<file path="config.mk">
export PLATFORM = sky130hd
export DESIGN_NAME = lru_buffer_pool_frame_manager_unit_flat
export DESIGN_NICKNAME = d
export VERILOG_FILES = /design/src/design/lbpfm_pkg.sv /design/src/design/lbpfm_req_if.sv /design/src/design/lbpfm_res_if.sv /design/src/design/lbpfm_ram.sv /design/src/design/lru_buffer_pool_frame_manager_unit.sv /design/src/flat_wrapper.sv
export SDC_FILE = /design/constraint.sdc
export NUM_CORES = 2
export LEC_CHECK = 0
export ABC_AREA = 0
export BUFFER_PORTS_ARGS = -buffer_cell sky130_fd_sc_hd__buf_2
export CORE_MARGIN = 2
export CORE_UTILIZATION = 40
export CTS_CLUSTER_SIZE = 25
export DETAILED_ROUTE_END_ITERATION = 7
export GPL_TIMING_DRIVEN = 0
export PLACE_DENSITY = 0.61
export SLEW_MARGIN = 15
export SYNTH_ARGS = -nofsm -noshare
export SYNTH_HDL_FRONTEND = slang
export SYNTH_SLANG_ARGS = --single-unit
</file>
<file path="constraint.sdc">
create_clock -name clk -period 6 [get_ports clk]
set_input_delay 0.6 -clock clk [delete_from_list [all_inputs] [get_ports clk]]
set_output_delay 0.6 -clock clk [all_outputs]
set_load 0.03 [all_outputs]
</file>
<file path="src/design/lbpfm_pkg.sv">
// ---------------------------------------------------------------------------
// lbpfm_pkg
// Shared codes and types of the buffer pool frame manager.
// ---------------------------------------------------------------------------
package lbpfm_pkg;

  localparam int PAGE_W = 37;

  localparam logic [1:0] OP_FIX   = 2'd0;
  localparam logic [1:0] OP_UNFIX = 2'd1;
  localparam logic [1:0] OP_FLUSH = 2'd2;

  localparam logic [2:0] RS_HIT        = 3'd0;
  localparam logic [2:0] RS_LOADED     = 3'd1;
  localparam logic [2:0] RS_NOT_PRES   = 3'd2;
  localparam logic [2:0] RS_ALL_PINNED = 3'd3;
  localparam logic [2:0] RS_UNFIXED    = 3'd4;
  localparam logic [2:0] RS_UNKNOWN    = 3'd5;
  localparam logic [2:0] RS_WRITE_BACK = 3'd6;

  typedef enum logic [3:0] {
    S_IDLE,
    S_RD,
    S_CMP,
    S_DEC,
    S_WBR,
    S_WBD,
    S_EVICT,
    S_LOAD,
    S_FL_RD,
    S_FL_EM
  } state_t;

endpackage

</file>
<file path="src/design/lbpfm_req_if.sv">
// ---------------------------------------------------------------------------
// lbpfm_req_if
// Request channel: one word per page request.
// ---------------------------------------------------------------------------
interface lbpfm_req_if;
  import lbpfm_pkg::*;
  logic              valid;
  logic              ready;
  logic [1:0]        op;
  logic [PAGE_W-1:0] page_id;
  logic              exclusive;
  logic              mark_dirty;
  logic              page_present;

  modport source (output valid, op, page_id, exclusive, mark_dirty, page_present,
                  input ready);
  modport sink (input valid, op, page_id, exclusive, mark_dirty, page_present,
                output ready);
endinterface

</file>
<file path="src/design/lbpfm_res_if.sv">
// ---------------------------------------------------------------------------
// lbpfm_res_if
// Result channel: one word per result of a request.
// ---------------------------------------------------------------------------
interface lbpfm_res_if;
  import lbpfm_pkg::*;
  logic              valid;
  logic              ready;
  logic [2:0]        status;
  logic [3:0]        frame_index;
  logic [PAGE_W-1:0] result_page;
  logic              last;

  modport source (output valid, status, frame_index, result_page, last, input ready);
  modport sink (input valid, status, frame_index, result_page, last, output ready);
endinterface

</file>
<file path="src/design/lbpfm_ram.sv">
// ---------------------------------------------------------------------------
// lbpfm_ram
// Generic single-write, single-read RAM with registered read data.
// ---------------------------------------------------------------------------
module lbpfm_ram #(
  parameter int WIDTH = 8,
  parameter int DEPTH = 16
) (
  input  logic                     clk,
  input  logic                     we,
  input  logic [$clog2(DEPTH)-1:0] waddr,
  input  logic [WIDTH-1:0]         wdata,
  input  logic [$clog2(DEPTH)-1:0] raddr,
  output logic [WIDTH-1:0]         rdata
);
  logic [WIDTH-1:0] mem [DEPTH];

  always_ff @(posedge clk) begin
    if (we) begin
      mem[waddr] <= wdata;
    end
    rdata <= mem[raddr];
  end
endmodule

</file>
<file path="src/design/lru_buffer_pool_frame_manager_unit.sv">
// ---------------------------------------------------------------------------
// lru_buffer_pool_frame_manager_unit
// Fix and unfix scan the page RAM one frame at a time, reading each frame and
// then comparing it; flush scans the frames and emits one result per
// write-back. One request at a time; ready only when idle. The scan goes
// through the single read port of the page RAM.
// Reset clears valid, pin, dirty and write-mode marks; no clearing pass.
// ---------------------------------------------------------------------------
module lru_buffer_pool_frame_manager_unit
  import lbpfm_pkg::*;
#(
  parameter int FRAMES   = 16,
  parameter int PIN_BITS = 8
) (
  input  logic        clk,
  input  logic        rst,
  lbpfm_req_if.sink   req,
  lbpfm_res_if.source res
);
  localparam int IW = $clog2(FRAMES);
  localparam int CW = $clog2(FRAMES + 1);

  state_t st, st_next;

  logic [CW-1:0]       idx;
  logic [IW-1:0]       ci;
  logic [1:0]          r_op;
  logic [PAGE_W-1:0]   r_page;
  logic                r_excl, r_mdirty, r_present;
  logic                hit_found, free_found, vic_found;
  logic [IW-1:0]       hit_f, free_f, vic_f;

  logic [FRAMES-1:0]   valid, dirty, writ, cand;
  logic [PIN_BITS-1:0] pins [FRAMES];
  logic [IW-1:0]       rank [FRAMES];

  logic                out_valid, out_free, out_set, idx_end, cand_above;
  logic [2:0]          out_status;
  logic [3:0]          out_frame;
  logic [PAGE_W-1:0]   out_page;
  logic                out_last;

  logic                ram_we;
  logic [IW-1:0]       ram_raddr;
  logic [PAGE_W-1:0]   ram_rdata;

  localparam logic [PIN_BITS-1:0] PinMax = {PIN_BITS{1'b1}};

  assign ci         = idx[IW-1:0];
  assign cand       = valid & dirty & writ;
  assign out_free   = !out_valid || res.ready;
  assign idx_end    = (idx == CW'(FRAMES - 1));
  assign cand_above = ((cand >> ci) >> 1) != '0;

  assign req.ready       = (st == S_IDLE);
  assign res.valid       = out_valid;
  assign res.status      = out_status;
  assign res.frame_index = out_frame;
  assign res.result_page = out_page;
  assign res.last        = out_last;

  always_comb begin
    case (st)
      S_WBR, S_WBD: ram_raddr = vic_f;
      default:      ram_raddr = ci;
    endcase
  end

  // A new result word is loaded into the output register in these states.
  always_comb begin
    case (st)
      S_DEC:   out_set = out_free &&
                         (r_op == OP_UNFIX || hit_found || (!free_found && !vic_found));
      S_WBD, S_LOAD, S_FL_EM: out_set = out_free;
      default: out_set = 1'b0;
    endcase
  end

  assign ram_we = (st == S_LOAD) && out_free && r_present;

  lbpfm_ram #(.WIDTH(PAGE_W), .DEPTH(FRAMES)) u_page_ram (
    .clk   (clk),
    .we    (ram_we),
    .waddr (free_f),
    .wdata (r_page),
    .raddr (ram_raddr),
    .rdata (ram_rdata)
  );

  always_comb begin
    st_next = st;
    case (st)
      S_IDLE: begin
        if (req.valid) begin
          if (req.op == OP_FIX || req.op == OP_UNFIX) begin
            st_next = S_RD;
          end else if (req.op == OP_FLUSH) begin
            st_next = S_FL_RD;
          end
        end
      end
      S_RD:  st_next = S_CMP;
      S_CMP: st_next = idx_end ? S_DEC : S_RD;
      S_DEC: begin
        if (r_op == OP_UNFIX || hit_found) begin
          if (out_free) st_next = S_IDLE;
        end else if (free_found) begin
          st_next = S_LOAD;
        end else if (!vic_found) begin
          if (out_free) st_next = S_IDLE;
        end else if (dirty[vic_f] && writ[vic_f]) begin
          st_next = S_WBR;
        end else begin
          st_next = S_EVICT;
        end
      end
      S_WBR: st_next = S_WBD;
      S_WBD: if (out_free) st_next = S_EVICT;
      S_EVICT: st_next = S_LOAD;
      S_LOAD: if (out_free) st_next = S_IDLE;
      S_FL_RD: begin
        if (idx == CW'(FRAMES)) begin
          st_next = S_IDLE;
        end else if (cand[ci]) begin
          st_next = S_FL_EM;
        end
      end
      S_FL_EM: if (out_free) st_next = S_FL_RD;
      default: st_next = S_IDLE;
    endcase
  end

  always_ff @(posedge clk) begin
    if (rst) begin
      st        <= S_IDLE;
      out_valid <= 1'b0;
      valid     <= '0;
      dirty     <= '0;
      writ      <= '0;
      for (int i = 0; i < FRAMES; i++) pins[i] <= '0;
    end else begin
      st <= st_next;
      out_valid <= out_set || (out_valid && !res.ready);
      case (st)
        S_IDLE: begin
          r_op       <= req.op;
          r_page     <= req.page_id;
          r_excl     <= req.exclusive;
          r_mdirty   <= req.mark_dirty;
          r_present  <= req.page_present;
          idx        <= '0;
          hit_found  <= 1'b0;
          free_found <= 1'b0;
          vic_found  <= 1'b0;
        end
        S_CMP: begin
          if (valid[ci] && ram_rdata == r_page && !hit_found) begin
            hit_found <= 1'b1;
            hit_f     <= ci;
          end
          if (!valid[ci] && !free_found) begin
            free_found <= 1'b1;
            free_f     <= ci;
          end
          if (valid[ci] && pins[ci] == '0 && (!vic_found || rank[ci] > rank[vic_f])) begin
            vic_found <= 1'b1;
            vic_f     <= ci;
          end
          idx <= idx + 1'b1;
        end
        S_DEC: begin
          if (out_free) begin
            if (r_op == OP_UNFIX) begin
              out_page  <= r_page;
              out_last  <= 1'b1;
              if (hit_found) begin
                if (pins[hit_f] != '0) pins[hit_f] <= pins[hit_f] - 1'b1;
                if (r_mdirty) dirty[hit_f] <= 1'b1;
                out_status <= RS_UNFIXED;
                out_frame  <= 4'(hit_f);
              end else begin
                out_status <= RS_UNKNOWN;
                out_frame  <= '0;
              end
            end else if (hit_found) begin
              if (pins[hit_f] != PinMax) pins[hit_f] <= pins[hit_f] + 1'b1;
              writ[hit_f] <= writ[hit_f] | r_excl;
              for (int i = 0; i < FRAMES; i++) begin
                if (valid[i] && IW'(i) != hit_f && rank[i] < rank[hit_f]) begin
                  rank[i] <= rank[i] + 1'b1;
                end
              end
              rank[hit_f] <= '0;
              out_status <= RS_HIT;
              out_frame  <= 4'(hit_f);
              out_page   <= r_page;
              out_last   <= 1'b1;
            end else if (!free_found && !vic_found) begin
              out_status <= RS_ALL_PINNED;
              out_frame  <= '0;
              out_page   <= r_page;
              out_last   <= 1'b1;
            end
          end
        end
        S_WBD: begin
          if (out_free) begin
            out_status <= RS_WRITE_BACK;
            out_frame  <= 4'(vic_f);
            out_page   <= ram_rdata;
            out_last   <= 1'b0;
          end
        end
        S_EVICT: begin
          for (int i = 0; i < FRAMES; i++) begin
            if (valid[i] && rank[i] > rank[vic_f]) rank[i] <= rank[i] - 1'b1;
          end
          valid[vic_f] <= 1'b0;
          dirty[vic_f] <= 1'b0;
          writ[vic_f]  <= 1'b0;
          pins[vic_f]  <= '0;
          free_f       <= vic_f;
        end
        S_LOAD: begin
          if (out_free) begin
            out_page  <= r_page;
            out_last  <= 1'b1;
            if (r_present) begin
              for (int i = 0; i < FRAMES; i++) begin
                if (valid[i]) rank[i] <= rank[i] + 1'b1;
              end
              rank[free_f]  <= '0;
              valid[free_f] <= 1'b1;
              pins[free_f]  <= PIN_BITS'(1);
              dirty[free_f] <= 1'b0;
              writ[free_f]  <= r_excl;
              out_status    <= RS_LOADED;
              out_frame     <= 4'(free_f);
            end else begin
              out_status <= RS_NOT_PRES;
              out_frame  <= '0;
            end
          end
        end
        S_FL_RD: begin
          // A frame with nothing to write back is skipped.
          if (idx != CW'(FRAMES) && !cand[ci]) idx <= idx + 1'b1;
        end
        S_FL_EM: begin
          if (out_free) begin
            out_status <= RS_WRITE_BACK;
            out_frame  <= 4'(ci);
            out_page   <= ram_rdata;
            out_last   <= !cand_above;
            dirty[ci]  <= 1'b0;
            idx        <= idx + 1'b1;
          end
        end
        default: ;
      endcase
    end
  end
endmodule
</file>
<file path="src/flat_wrapper.sv">
// flat-port wrapper written by rule: the top's interface ports become plain ports
module lru_buffer_pool_frame_manager_unit_flat import lbpfm_pkg::*;
#(
  parameter int FRAMES   = 16,
  parameter int PIN_BITS = 8
)
  (clk, rst, req_valid, req_op, req_page_id, req_exclusive, req_mark_dirty, req_page_present, req_ready, res_valid, res_status, res_frame_index, res_result_page, res_last, res_ready);
  lbpfm_req_if req_i ();
  lbpfm_res_if res_i ();
  input  logic clk;
  input  logic rst;
  input wire logic [$bits(req_i.valid)-1:0] req_valid;
  input wire logic [$bits(req_i.op)-1:0] req_op;
  input wire logic [$bits(req_i.page_id)-1:0] req_page_id;
  input wire logic [$bits(req_i.exclusive)-1:0] req_exclusive;
  input wire logic [$bits(req_i.mark_dirty)-1:0] req_mark_dirty;
  input wire logic [$bits(req_i.page_present)-1:0] req_page_present;
  output wire logic [$bits(req_i.ready)-1:0] req_ready;
  output wire logic [$bits(res_i.valid)-1:0] res_valid;
  output wire logic [$bits(res_i.status)-1:0] res_status;
  output wire logic [$bits(res_i.frame_index)-1:0] res_frame_index;
  output wire logic [$bits(res_i.result_page)-1:0] res_result_page;
  output wire logic [$bits(res_i.last)-1:0] res_last;
  input wire logic [$bits(res_i.ready)-1:0] res_ready;
  assign req_i.valid = req_valid;
  assign req_i.op = req_op;
  assign req_i.page_id = req_page_id;
  assign req_i.exclusive = req_exclusive;
  assign req_i.mark_dirty = req_mark_dirty;
  assign req_i.page_present = req_page_present;
  assign req_ready = req_i.ready;
  assign res_valid = res_i.valid;
  assign res_status = res_i.status;
  assign res_frame_index = res_i.frame_index;
  assign res_result_page = res_i.result_page;
  assign res_last = res_i.last;
  assign res_i.ready = res_ready;
  lru_buffer_pool_frame_manager_unit #(.FRAMES(FRAMES), .PIN_BITS(PIN_BITS)) u_core (.clk(clk), .rst(rst), .req(req_i), .res(res_i));
endmodule
</file>
==> impl_metrics.ini <==
[outcome]
status = finished, final reports clean

[timing]
setup_ws_ns = 0.242
slew_headroom = 0.202
slew_violations = 0
final.setup_skew_ns = 0.0664
fin_crit_sh = 0.960
setup_violations = 0
worstMarginPinSlew_ns = 1.19
rsz0062_at_grt = no
clock.fmax_ghz = 0.174
period_minus_slack_ns = 5.76
hold_viol_final = 0

[setup_path]
crit_fanout = 19
critical_path.max_stage_delay_ns = 0.67
critPathBufInv = 3
critical_path_class = reg -> reg
crit_arrival_ns = 6.33
slowest_stage = inv_1
cp-end-kind = flop
crit_family = buffers and inverters
worstPathCellList = buf_2 -> clkbuf_1 -> mux4_2 -> mux4_2 -> inv_1 -> ha_1 -> a211o_1 -> o21ai_0 -> o211ai_2 -> ha_1 -> a21o_1 -> a21oi_1 -> mux2i_1 -> xnor2_1 -> nor2_1
critical_path.startpoint_type = flop
required_ns = 6.57

[cells_and_area]
antennaDiodeCount = 0
syn_to_final_growth_pct = 14.6
drive_above_1_share = 0.185
fin_nets = 3830
fin_util = 0.462

[global_route]
grt_max_degree = 38
grt_use_met2 = 0.362
grt_pass1_wl_mm = 214
grt_overflow = 0
grtUsageMet1 = 0.349
met3_usage = 0.0436
globalRouteTotalUtil = 0.240
antenna_found_initial = 5
grt_busiest_layer = met2
first_global_vias = 31200

[run]
max_cap_violations = 0

[clock_network]
clkLatencyLatePin_ns = 0.74
htreeDepth = 3
clkSlewWorstSetupHoldPaths_ns = 0.06
root_buffer = clkbuf_16
clock_sinks = 993
post_cts_buffers = 0
cts_buffers = 104
cts_tree = built
cts_buffer_depth = 3

[placed_design]
place_congestion = 0.970
port_buffers = 91
dp_slack_ns = -0.323
dp_hpwl_mm = 103

[pwr]
p_int_mw = 12.5
p_comb_frac = 0.107
ir_drop_uv = 259
p_sw_frac = 0.252
seqPwrFrac = 0.481
finalPower_mw = 16.7
p_switching_mw = 4.22
leakagePower_nw = 18.3
p_per_area_nw_per_um2 = 307
pwr-share-clk = 0.412

[routing]
drc = 0
drt.antenna.violating_nets = 0
wire_per_inst_um = 28.0
vias_per_cell = 6.11
firstDrtPassIters = 6
wirelength_mm = 147
via_count = 32100
first_iter_violations = 4193

[synth]
synthCells = 3380
ys.warnings.count = 0
ys_ff_latch = 993
syn_area_um2 = 47500
synth-edff-count = 827
synth_nets = 3593
synth_cell_type_count = 82
syn_avg_cell_area_um2 = 14.1
synthFlopType = edfxtp_1
seq_area_frac_synth = 0.593
synthArstFlopShare = 0

[floorplan]
core-area_um2 = 118000
dieArea_um2 = 122000
die_w_um = 349
start_util = 0.403
num_rows = 126
io_pins = 93
die_height_um = 349

[min_path]
hold_path.class = in -> reg
[metal layers]
layer,vias up,part of all wire
met5,-,0.00029
met4,6,0.035
met3,275,0.087
met2,1548,0.44
met1,16400,0.43
li1,13900,-
[cell usage after synthesis (82+ instances only)]
master | count | share of area
nand2_1 | 210 | 0.017
xnor2_1 | 86 | 0.016
o21ai_0 | 127 | 0.013
edfxtp_1 | 827 | 0.52
clkbuf_1 | 150 | 0.012
mux4_2 | 230 | 0.11
dfxtp_1 | 166 | 0.070
nor2_1 | 216 | 0.017
ha_1 | 159 | 0.042
a21oi_1 | 125 | 0.013
nor4_1 | 82 | 0.011
nor3_1 | 113 | 0.012
[path summary, 6_finish.rpt]
kind / start / end / slack, ns / cells past startpoint
hold / removal: req_page_id[28] / u_core.r_page[28] / 0.05 / 1
hold reg to reg: u_core.dirty[5] / u_core.dirty[5] / 0.52 / 2
setup / recovery: flop / u_core.rank[11][3] / 0.24 / 15
setup reg to reg: flop / u_core.rank[11][3] / 0.24 / 15
[kinds of logic after synthesis]
| family | Yosys count | synth area share |
|---|---|---|
| flops | 993 | 0.593 |
| simple gates | 884 | 0.0908 |
| compound gates | 604 | 0.0869 |
| mux | 355 | 0.142 |
| buf+inv | 276 | 0.0238 |
| fa+ha+maj | 167 | 0.0453 |
| xor+xnor | 101 | 0.0188 |
[layout by cell type (no fill, tap or decap), drive strengths merged, types with 122 or more instances in the layout]
| master | instances |
|---|---|
| a21oi | 126 |
| buf | 167 |
| clkbuf | 294 |
| dfxtp | 166 |
| edfxtp | 827 |
| ha | 159 |
| mux4 | 244 |
| nand2 | 210 |
| nor2 | 216 |
| nor3 | 122 |
| o21ai | 128 |
[power by group through the flow]
stage | clock network [mW] | registers (mW) | logic (mW)
detailed placement | 0 | 8.17 | 1.76
finish | 6.88 | 8.03 | 1.79
floorplan | 0 | 8.05 | 1.14
CTS | 6.98 | 8.03 | 1.78
global placement | 0 | 8.17 | 1.74
global route | 7.24 | 8.06 | 1.90
[worst register-to-register path: cells and delay by family (launching register included)]
family | cells | cell delay (ns)
mux | 3 | 1.15
fa+ha+maj | 2 | 0.76
buf+inv | 3 | 1.88
flops | 1 | 0.61
compound gates | 5 | 1.05
simple gates | 1 | 0.05
xor+xnor | 1 | 0.14
[state kept, by name (all words and copies together), names as in the netlist, 5 cells and up, named ones only]
| name | flops |
|---|---|
| u_core.pins | 128 |
| u_core.idx | 5 |
| u_core.valid | 16 |
| u_core.r_page | 37 |
| u_core.u_page_ram.rdata | 37 |
| u_core.res.result_page | 37 |
| u_core.u_page_ram.mem | 592 |
| u_core.rank | 64 |
| u_core.dirty | 16 |
[layout make-up]
class                   count  area (um^2)
flip-flops and latches    993        28200
plain buffers             203          868
well taps                1536         1920
clock buffers             142         3000
repair buffers            133         1140
multi-input cells        2111        18400
inverters                  71          288
fillers                 10400        63500
clock inverters            56          708
[through the flow]
stage	setup TNS (ns)	instances	cell area [um^2]	hold WS (ns)
floorplan	0	3380	47500	0.443
global placement	-153.34	5007	49900	0.467
detailed placement	-2.63	5032	50500	0.466
CTS	0	5244	54400	0.00324
global route	0	5245	54400	0.0227
finish	0	5245	54400	0.0450
[timing repair]
action | 4_1_cts | 5_1_grt
setup endpoints to repair | 15 | 15
hold buffers | 16 | 0
hold endpoints to repair | 16 | 0
gates resized for setup | 5 | 8
Note: power is estimated with default switching activity, not from simulation.
